### src/rtl/core/pdaoa_pkg.sv
`timescale 1ns / 1ps
package pdaoa_pkg;

   localparam int PHASE_W   = 16;
   localparam int SUM_W     = 20;
   localparam int CNT_W     = 5;
   localparam int N_W       = 4;
   localparam int RATIO_W   = 16;
   localparam int MAX_ANT   = 16;
   localparam int ANG_W     = 14;
   localparam int MAG_W     = 15;
   localparam int DIV_W     = 32;
   localparam int DVS_W     = 7;
   localparam int DCNT_W    = 5;

   localparam logic [MAG_W-1:0] QUARTER    = 15'd16384;
   localparam logic [30:0]      ONE_Q30    = 31'h4000_0000;
   localparam logic [30:0]      TWO_PI_LO  = 31'd1216271633;
   localparam logic [2:0]       TWO_PI_HI  = 3'd6;
   localparam logic [15:0]      RATIO_INIT = 16'd8192;

   // Configuration register indexes.
   localparam logic CSR_DIFF_MODE = 1'b0;
   localparam logic CSR_RATIO     = 1'b1;

   typedef struct packed {
      logic signed [PHASE_W-1:0] phase;
      logic                      last;
   } req_type;

   typedef struct packed {
      logic signed [PHASE_W-1:0] angle;
      logic                      too_few;
      logic                      too_many;
   } rsp_type;

   typedef struct packed {
      logic             start;
      logic [DIV_W-1:0] dividend;
      logic [DVS_W-1:0] divisor;
   } div_req_type;

   typedef struct packed {
      logic             done;
      logic [DIV_W-1:0] quotient;
   } div_rsp_type;

   // Denominators of the nested sine polynomial, innermost first.
   function automatic logic [DVS_W-1:0] taylor_divisor(input logic [1:0] stage);
      logic [DVS_W-1:0] d;
      case (stage)
         2'd0:    d = 7'd72;
         2'd1:    d = 7'd42;
         2'd2:    d = 7'd20;
         default: d = 7'd6;
      endcase
      return d;
   endfunction

endpackage

### src/rtl/core/pdaoa_div.sv
`timescale 1ns / 1ps
module pdaoa_div (
   input  logic                   clock,
   input  logic                   reset,
   input  pdaoa_pkg::div_req_type div_req,
   output pdaoa_pkg::div_rsp_type div_rsp
);

   logic                               busy_ff, busy_in;
   logic                               done_ff, done_in;
   logic [pdaoa_pkg::DCNT_W-1:0]       cnt_ff, cnt_in;
   logic [pdaoa_pkg::DIV_W-1:0]        work_ff, work_in;
   logic [pdaoa_pkg::DVS_W-1:0]        rem_ff, rem_in;
   logic [pdaoa_pkg::DVS_W-1:0]        dvs_ff, dvs_in;
   logic [pdaoa_pkg::DVS_W:0]          trial;
   logic [pdaoa_pkg::DVS_W:0]          diff;
   logic                               fits;

   // One restoring step per cycle: the quotient bit shifts in behind the dividend.
   assign trial = {rem_ff, work_ff[pdaoa_pkg::DIV_W-1]};
   assign diff  = trial - {1'b0, dvs_ff};
   assign fits  = trial >= {1'b0, dvs_ff};

   always_comb begin
      busy_in = busy_ff;
      done_in = 1'b0;
      cnt_in  = cnt_ff;
      work_in = work_ff;
      rem_in  = rem_ff;
      dvs_in  = dvs_ff;
      if (div_req.start) begin
         busy_in = 1'b1;
         cnt_in  = '1;
         work_in = div_req.dividend;
         rem_in  = '0;
         dvs_in  = div_req.divisor;
      end else if (busy_ff) begin
         work_in = {work_ff[pdaoa_pkg::DIV_W-2:0], fits};
         rem_in  = fits ? diff[pdaoa_pkg::DVS_W-1:0] : trial[pdaoa_pkg::DVS_W-1:0];
         cnt_in  = cnt_ff - 1'b1;
         if (cnt_ff == '0) begin
            busy_in = 1'b0;
            done_in = 1'b1;
         end
      end
   end

   always_ff @(posedge clock) begin
      if (reset) begin
         busy_ff <= 1'b0;
         done_ff <= 1'b0;
      end else begin
         busy_ff <= busy_in;
         done_ff <= done_in;
      end
   end

   always_ff @(posedge clock) begin
      cnt_ff  <= cnt_in;
      work_ff <= work_in;
      rem_ff  <= rem_in;
      dvs_ff  <= dvs_in;
   end

   assign div_rsp.done     = done_ff;
   assign div_rsp.quotient = work_ff;

endmodule

### config.mk
export PLATFORM = sky130hd
export DESIGN_NAME = pdaoa_div
export DESIGN_NICKNAME = d
export VERILOG_FILES = /design/src/rtl/core/pdaoa_pkg.sv /design/src/rtl/core/pdaoa_div.sv
export SDC_FILE = /design/constraint.sdc
export NUM_CORES = 1
export LEC_CHECK = 0
export BUFFER_PORTS_ARGS = -buffer_cell sky130_fd_sc_hd__buf_2
export CORE_MARGIN = 4
export CORE_UTILIZATION = 30
export DETAILED_ROUTE_END_ITERATION = 12
export PLACE_DENSITY = 0.5
export SYNTH_ARGS = -nofsm -noshare
export SYNTH_HDL_FRONTEND = slang
export SYNTH_SLANG_ARGS = --single-unit
### constraint.sdc
create_clock -name clock -period 5.8 [get_ports clock]
set_clock_uncertainty 0.1 [all_clocks]
set_input_delay 1.16 -clock clock [delete_from_list [all_inputs] [get_ports clock]]
set_output_delay 1.16 -clock clock [all_outputs]
set_load 0.02 [all_outputs]
==> results of run 1 <==
## state kept, by name, indices dropped and copies added (netlist names)
signal / cells
rem_ff: 7
dvs_ff: 7
done_ff: 1
cnt_ff: 5
busy_ff: 1
work_ff: 32
## critical path, cell delays in order
cell                    delay, ns
sky130_fd_sc_hd__buf_2       0.40
sky130_fd_sc_hd__buf_4       0.49
sky130_fd_sc_hd__or2_2       0.68
## worst paths after layout
kind	slack [ns]	end
worst max-delay path	2.89	work_ff[2]$_DFFE_PP_
worst min-delay path	0.41	cnt_ff[4]$_SDFFE_PP1P_
worst max register to register	3.34	rem_ff[2]$_SDFFE_PP0P_
worst min register to register	0.41	cnt_ff[4]$_SDFFE_PP1P_
## layout make-up
cell class,instances,share of cell area
flip-flops and latches,53,0.4507
multi-input cells,133,0.3477
repair buffers,75,0.1173
well taps,108,0.04196
clock buffers,6,0.02253
inverters,13,0.01515
clock inverters,2,0.004662
## stage by stage
stage / cells / setup WS, ns / hold slack [ns]
5_1_grt: 390 / 2.729 / 0.4336
6_report: 390 / 2.885 / 0.4057
2_1_floorplan: 212 / 3.205 / 0.3618
4_1_cts: 390 / 2.855 / 0.4108
3_5_place_dp: 382 / 2.506 / 0.3810
3_3_place_gp: 382 / 2.510 / 0.3807
## cell usage in the layout (no fill, tap or decap), types with 2 or more instances in the layout
cell                         instances
sky130_fd_sc_hd__inv_1              13
sky130_fd_sc_hd__xnor2_1             5
sky130_fd_sc_hd__a311oi_2            2
sky130_fd_sc_hd__nand4_1             2
sky130_fd_sc_hd__o21bai_1            2
sky130_fd_sc_hd__a41oi_1             4
sky130_fd_sc_hd__o21ai_0             3
sky130_fd_sc_hd__a21o_1              3
sky130_fd_sc_hd__ha_1                9
sky130_fd_sc_hd__clkbuf_8            5
sky130_fd_sc_hd__xor2_1              2
sky130_fd_sc_hd__nand2_1            11
sky130_fd_sc_hd__mux2_2             31
sky130_fd_sc_hd__or3b_2              3
sky130_fd_sc_hd__buf_2              74
sky130_fd_sc_hd__o31ai_2             2
sky130_fd_sc_hd__nor3b_1             5
sky130_fd_sc_hd__edfxtp_1           39
sky130_fd_sc_hd__a31oi_1             2
sky130_fd_sc_hd__nor2_1             11
sky130_fd_sc_hd__a21oi_1             2
sky130_fd_sc_hd__dfxtp_1            14
sky130_fd_sc_hd__clkinvlp_4          2
sky130_fd_sc_hd__nor3_1              2
sky130_fd_sc_hd__nand2b_1           11
sky130_fd_sc_hd__a2111oi_0           2
## layer usage
metal	up-vias	share of wire	GRT usage	wire, µm
met4	0	0.016	0.04541	91
met2	39	0.47	0.1718	2622
met3	7	0.044	0.02368	247
met5	-	0	0	0
li1	915	-	-	-
met1	866	0.47	0.1439	2620
## power breakdown
group	switching [mW]	total, mW	internal [mW]
sequential	0.0209	0.468	0.447
combinational	0.0960	0.170	0.0743
clock	0.128	0.213	0.0854
## cell families (layout without fill, tap and decap cells)
| logic type | after synthesis | count (layout) | share of synthesized area |
|---|---|---|---|
| and+or+nand+nor | 54 | 54 | 0.1144 |
| DFF | 53 | 53 | 0.5395 |
| muxes | 32 | 32 | 0.1335 |
| AOI/OAI and AO/OA | 30 | 30 | 0.09628 |
| buffers and inverters | 26 | 96 | 0.04419 |
| adders and majority gates | 10 | 10 | 0.04930 |
| xor gates and xnor gates | 7 | 7 | 0.02279 |
==> results.cfg, run 1 <==
[pwr]
power_density_nw_per_um2 = 264.2
p_total_uw = 850.8
peakVddDrop_mv = 0.1093
cellLeakagePower_nw = 1.292

[final_layout]
finalCoreUtilization = 0.3693
multi_input_comb_area_um2 = 1120
layout.nets = 333
n_antenna_cell = 0
fillers = 858
postLayoutCellArea_um2 = 3221
regArea_um2 = 1451
area_growth_syn_to_layout_pct = 19.72
post_route_cells_drive_above_1_share = 0.4433

[global_routing]
first_global_vias = 1839
global_route_wire_length_before_repair_mm = 8.811
global_route.overflow_total = 0
grt_max_degree = 41
track_usage = 0.1086
antenna_found_initial = 0

[floorplan]
effective_utilization_at_floorplan = 0.3085
floorplan.rows = 34
overall_die_height_um = 102.7
design.core.area_um2 = 8721
top_level_ports = 75
die_w_um = 102.7
design.die.area_um2 = 10550

[synthesis]
synthesized_netlist_net_count = 264
post-synth-top-area-cell = sky130_fd_sc_hd__edfxtp_1
yosysWarningCount = 0
ys_types = 46
yosys_most_used_dff = sky130_fd_sc_hd__edfxtp_1
ys_top_cells_by_count = sky130_fd_sc_hd__edfxtp_1 (39), sky130_fd_sc_hd__mux2_2 (31), sky130_fd_sc_hd__dfxtp_1 (14)
cell_with_the_most_instances_after_synthesis = sky130_fd_sc_hd__edfxtp_1
synthTopCellsByArea = sky130_fd_sc_hd__edfxtp_1 (44%), sky130_fd_sc_hd__mux2_2 (13%), sky130_fd_sc_hd__dfxtp_1 (10%), sky130_fd_sc_hd__ha_1 (4.2%), sky130_fd_sc_hd__nand2b_1 (2.6%)
post_synth_inst_count = 212
synth_enable_flop_cells = 39
synth.yosys.seq_area_share = 0.5395
netlist.area_leader.share = 0.4353
netlist_area_um2 = 2690
syn-mean-instance-area_um2 = 12.69
ys_async_sr_fraction = 0
ys_ff_latch = 53

[clocking]
cts_setup_buffers = 0
clk_transition_reported_paths_ns = 0.09
tritoncts_num_sinks = 53
cts_max_path_buffers = 2
post_cts_hold_buffer_count = 0
post_cts_resized = 0
htreeDepth = 2
clock_tree_from_tritoncts = done
cts_inserted_buffers = 5
insertion_delay_ns = 0.31
clock-root-buffer = sky130_fd_sc_hd__clkbuf_8

[run_status]
outcome = complete, no violations

[job]
cap_violations = 0

[timing]
slew_headroom = 0.4336
tightest_slew_ns = 0.8484
period_share = 0.5025
hold_violations = 0
finalSetupViolations = 0
clock.fmax_mhz = 343.1
fin_tns_setup_ns = 0
rsz0062_at_grt = no
max_slew_violation_count = 0
final.min_clock_period_ns = 2.915

[place]
post_dp_cell_area_um2 = 3133
detailed_place_hpwl_mm = 4.036
place_congestion = 0.7815
portBuffers = 74

[drt]
detailedRoute.firstIterationViolations = 67
avgViaCountPerCell = 4.685
drt.antenna.violating_nets = 0
total_wirelength_of_the_detailed_routed_design_mm = 5.581
drc_errors = 0
routed-via-count = 1827
drt_pre_antenna_iters = 4
route.detailed.wl_per_inst_um = 14.31

[critical_path]
wp_data_required_ns = 5.64
timing_worst_setup_path_type = input port to register
worst-path-max-fanout = 40
crit_start = div_req[39]
worstRegToRegCells = 7
critPathCaptureType = register
critical_path.startpoint_type = input port
worst_ep_arrival_time_ns = 2.76
reg2reg_from = work_ff[31]$_DFFE_PP_

[min_path]
cell_depth_of_the_worst_hold_path = 2
hold_class = register to register
holdCritStartpoint = cnt_ff[4]$_SDFFE_PP1P_
Power figures use the tool's default switching activity.
==> run 2: changes to the inputs <==
clock period = 2.8 ns   (was 5.8 ns; I/O delays follow)
==> run 2 against run 1 <==
  * Count of clock-buffer cells in the layout did not move
  * Critical path depth rose by 4
  * Highest routed layer unchanged
  * Total power rose by 110%
  * Final area rose by 0.93%
  * Register-to-register slack got worse by 2.9 ns
  * Core utilization rose by 0.34 points
  * First-iteration DRC count rose by 78%
  * Critical endpoint is now rem_ff[0]$_SDFFE_PP0P_
  * Sequential cell count did not move
==> results.cfg, run 2 (synthesized netlist as in run 1, its figures left out) <==
[drt]
avgViaCountPerCell = 4.680
drt.antenna.violating_nets = 0
drc_errors = 0
drt_pre_antenna_iters = 4
total_wirelength_of_the_detailed_routed_design_mm = 5.499
routed-via-count = 1844
detailedRoute.firstIterationViolations = 119
route.detailed.wl_per_inst_um = 13.96

[timing]
max_slew_violation_count = 0
slew_headroom = 0.6930
rsz0062_at_grt = no
tightest_slew_ns = 0.4489
hold_violations = 0
post-route-worst-setup-slack_ns = 0.3912
clock.fmax_mhz = 415.1
final.min_clock_period_ns = 2.409
period_share = 0.8603
fin_tns_setup_ns = 0
finalSetupViolations = 0

[floorplan]
top_level_ports = 75
design.die.area_um2 = 10550
die_w_um = 102.7
floorplan.rows = 34
overall_die_height_um = 102.7
design.core.area_um2 = 8721
effective_utilization_at_floorplan = 0.3085

[global_routing]
gr-usage-met1 = 0.1405
track_usage = 0.1018
grt_use_met2 = 0.1569
global_route.overflow_total = 0
global_route_wire_length_before_repair_mm = 8.328
grt_max_degree = 33
antenna_found_initial = 0
grt.met3_usage = 0.02233
busiest_layer = met2
first_global_vias = 1694

[run_status]
outcome = complete, no violations

[clocking]
post_cts_hold_buffer_count = 0
post_cts_resized = 0
cts_inserted_buffers = 5
insertion_delay_ns = 0.30
clock_tree_from_tritoncts = done
clk_transition_reported_paths_ns = 0.10
clock-root-buffer = sky130_fd_sc_hd__clkbuf_8
tritoncts_num_sinks = 53
cts_max_path_buffers = 2
cts_setup_buffers = 0
htreeDepth = 2

[place]
portBuffers = 74
detailedPlace.worstSlack_ns = 0.4170
detailed_place_hpwl_mm = 4.027
place_congestion = 0.7788
post-place-cells = 386

[min_path]
hold_class = input port to register
cell_depth_of_the_worst_hold_path = 1

[critical_path]
critPathCaptureType = register
wp_data_required_ns = 2.92
worstRegToRegCells = 7
worst-path-max-fanout = 9
critical_path.startpoint_type = register
rrSetupSlack_ns = 0.39
worst_ep_arrival_time_ns = 2.53
timing_worst_setup_path_type = register to register

[final_layout]
reg_top3 = work_ff x32, dvs_ff x7, rem_ff x7
n_antenna_cell = 0
top_register = work_ff
number_of_flip_flops_under_the_largest_register_name = 32
layout.cells.non_filler = 394
fillers = 854
layout.cells.most_common_list = sky130_fd_sc_hd__buf_2 (74), sky130_fd_sc_hd__edfxtp_1 (39), sky130_fd_sc_hd__mux2_2 (31)
area_growth_syn_to_layout_pct = 20.84
layout.nets = 337
post_route_cells_drive_above_1_share = 0.4510
layout_commonest_cell = sky130_fd_sc_hd__buf_2

[pwr]
cellLeakagePower_nw = 1.312
power_density_nw_per_um2 = 541.7
peakVddDrop_mv = 0.1814

[job]
cap_violations = 0
## run 2: final cells by class
cell class / instances / area, µm² / share of cell area
repair buffers: 79 / 407.9 / 0.1255
inverters: 13 / 48.80 / 0.01501
well taps: 108 / 135.1 / 0.04157
flip-flops and latches: 53 / 1451 / 0.4465
multi-input cells: 133 / 1120 / 0.3445
clock buffers: 6 / 72.57 / 0.02232
clock inverters: 2 / 15.01 / 0.004619
## run 2: metrics by stage
stage | cell area, µm² | power (mW) | util | hold slack, ns
2_1_floorplan | 2690 | 1.227 | - | 0.3618
3_3_place_gp | 3163 | 1.346 | 0.3627 | 0.3837
3_5_place_dp | 3163 | 1.348 | 0.3627 | 0.3833
4_1_cts | 3251 | 1.798 | 0.3727 | 0.3098
5_1_grt | 3251 | 1.866 | 0.3727 | 0.3086
6_report | 3251 | 1.761 | 0.3727 | 0.3228
## run 2: worst paths after layout
path	from	to
hold / removal	div_req[3]	dvs_ff[3]$_DFFE_PP_
setup reg to reg	work_ff[31]$_DFFE_PP_	rem_ff[0]$_SDFFE_PP0P_
setup / recovery	work_ff[31]$_DFFE_PP_	rem_ff[0]$_SDFFE_PP0P_
hold reg to reg	cnt_ff[4]$_SDFFE_PP1P_	cnt_ff[4]$_SDFFE_PP1P_
## run 2: critical path: stages (launching register included)
cell and delay [ns]:
sky130_fd_sc_hd__edfxtp_1 0.36, sky130_fd_sc_hd__inv_1 0.07, sky130_fd_sc_hd__ha_1 0.22, sky130_fd_sc_hd__fa_1 0.39, sky130_fd_sc_hd__nand2b_1 0.19, sky130_fd_sc_hd__a211o_1 0.39
sky130_fd_sc_hd__and3_1 0.33, sky130_fd_sc_hd__a311oi_2 0.28
## run 2: per-layer routing
layer	routed length, µm	vias to the layer above
met3	283	5
li1	-	921
met5	0	-
met1	2609	874
met2	2529	44
met4	77	0
## run 2: report_power, final
group          internal (mW)  switching [mW]  total [mW]
registers              0.925          0.0369       0.961
logic                  0.158           0.206       0.363
clock network          0.177           0.259       0.436
==> run 3: changes to the inputs <==
RECOVER_POWER = 50   (was unset)
==> run 3 against run 2 <==
  * Critical path type unchanged
  * Routed wire length increased by 0.18%
  * Register-to-register slack about the same
  * Highest routed layer unchanged
  * Final cell count unchanged
==> results.cfg, run 3 (synthesized netlist as in run 1, its figures left out) <==
[global_routing]
antenna_found_initial = 0
global_route.overflow_total = 0
first_global_vias = 1694
global_route_wire_length_before_repair_mm = 8.328
grt_max_degree = 33
track_usage = 0.1018

[job]
cap_violations = 0

[critical_path]
wp_data_required_ns = 2.92
timing_worst_setup_path_type = register to register
slowest_stage = sky130_fd_sc_hd__fa_1
worstRegToRegCells = 7
critical_path.startpoint_type = register
worst-path-max-fanout = 9
cp_slowest_stage_delay_ns = 0.39
worst_ep_arrival_time_ns = 2.54
critPathCaptureType = register
crit_chain = inv_1 -> ha_1 -> fa_1 -> nand2b_1 -> a211o_1 -> and3_1 -> a311oi_2

[timing]
fin_tns_setup_ns = 0
tightest_slew_ns = 0.9166
slew_headroom = 0.3889
period_share = 0.8625
rsz0062_at_grt = no
final.min_clock_period_ns = 2.415
clock.fmax_mhz = 414.1
max_slew_violation_count = 0
hold_violations = 0
finalSetupViolations = 0
post-route-worst-setup-slack_ns = 0.3850

[pwr]
clock_power_share = 0.250
p_total_mw = 1.751
combPwrFrac = 0.200
power_density_nw_per_um2 = 546.5
power.switching_fraction = 0.2882
seq_power_share = 0.550
power.internal_mw = 1.247
p_sw_uw = 504.6
cellLeakagePower_nw = 1.222
peakVddDrop_mv = 0.1825

[floorplan]
effective_utilization_at_floorplan = 0.3085
overall_die_height_um = 102.7
die_w_um = 102.7
design.die.area_um2 = 10550
top_level_ports = 75
design.core.area_um2 = 8721
floorplan.rows = 34

[run_status]
outcome = complete, no violations

[final_layout]
n_antenna_cell = 0
multi_input_comb_area_um2 = 1120
layout_commonest_cell = sky130_fd_sc_hd__buf_2
postLayoutCellArea_um2 = 3204
regArea_um2 = 1451
area_growth_syn_to_layout_pct = 19.12
post_route_cells_drive_above_1_share = 0.3392
finalCoreUtilization = 0.3674
layout.cells.most_common_list = sky130_fd_sc_hd__buf_2 (46), sky130_fd_sc_hd__edfxtp_1 (39), sky130_fd_sc_hd__clkbuf_1 (32)
layout.nets = 337
number_of_flip_flops_under_the_largest_register_name = 32
top_register = work_ff
fillers = 866
reg_top3 = work_ff x32, dvs_ff x7, rem_ff x7

[drt]
total_wirelength_of_the_detailed_routed_design_mm = 5.509
drt_pre_antenna_iters = 4
detailedRoute.firstIterationViolations = 143
routed-via-count = 1838
drt.antenna.violating_nets = 0
avgViaCountPerCell = 4.665
route.detailed.wl_per_inst_um = 13.98
drc_errors = 0

[clocking]
insertion_delay_ns = 0.30
clock-root-buffer = sky130_fd_sc_hd__clkbuf_8
cts_max_path_buffers = 2
clock_tree_from_tritoncts = done
tritoncts_num_sinks = 53
clk_transition_reported_paths_ns = 0.10
post_cts_hold_buffer_count = 0
cts_setup_buffers = 0
post_cts_resized = 0
cts_inserted_buffers = 5
htreeDepth = 2

[min_path]
cell_depth_of_the_worst_hold_path = 1
hold_class = input port to register

[place]
detailed_place_hpwl_mm = 4.027
portBuffers = 74
post_dp_cell_area_um2 = 3163
detailedPlace.worstSlack_ns = 0.4170
place_congestion = 0.7788
## run 3: cell count changes in the layout (fill, tap and decap cells not counted), sizes merged
cell / change
buf: -31
clkbuf: +31
## run 3: power groups by stage
stage	registers [mW]	clock network (mW)	logic (mW)
CTS	0.963	0.466	0.369
global placement	0.979	0	0.368
global route	0.973	0.497	0.385
finish	0.963	0.438	0.350
floorplan	1.04	0	0.190
detailed placement	0.980	0	0.368
## run 3: final cells by class
type | count | share of cell area
Clock inverter | 2 | 0.004686
Clock buffer | 6 | 0.02265
Sequential cell | 53 | 0.4529
Inverter | 13 | 0.01523
Tap cell | 108 | 0.04217
Timing Repair Buffer | 79 | 0.1128
Multi-Input combinational cell | 133 | 0.3495
## run 3: through the flow
| step | hold WS (ns) | cells |
|---|---|---|
| 3_3_place_gp | 0.3837 | 386 |
| 4_1_cts | 0.3098 | 394 |
| 5_1_grt | 0.3086 | 394 |
| 2_1_floorplan | 0.3618 | 212 |
| 6_report | 0.3230 | 394 |
| 3_5_place_dp | 0.3833 | 386 |
## run 3: routing by layer
layer  global-route usage  wire length (µm)
met1               0.1405              2618
met2               0.1569              2525
met3              0.02233               288
met4              0.03734                77
met5                    0                 0
## run 3: path summary, 6_finish.rpt
path                       endpoint                    from  slack (ns)
max reg2reg  rem_ff[0]$_SDFFE_PP0P_   work_ff[31]$_DFFE_PP_        0.38
max          rem_ff[0]$_SDFFE_PP0P_   work_ff[31]$_DFFE_PP_        0.38
min             dvs_ff[3]$_DFFE_PP_              div_req[3]        0.32
min reg2reg  cnt_ff[4]$_SDFFE_PP1P_  cnt_ff[4]$_SDFFE_PP1P_        0.41
## run 3: critical path, delay by kind of cell (launching register included)
kind                     cells  cell delay (ns)
AND/OR/NAND/NOR              2             0.52
buffers and inverters        1             0.07
flip-flops                   1             0.36
adder cells (fa/ha/maj)      2             0.61
AO/OA/AOI/OAI                2             0.67
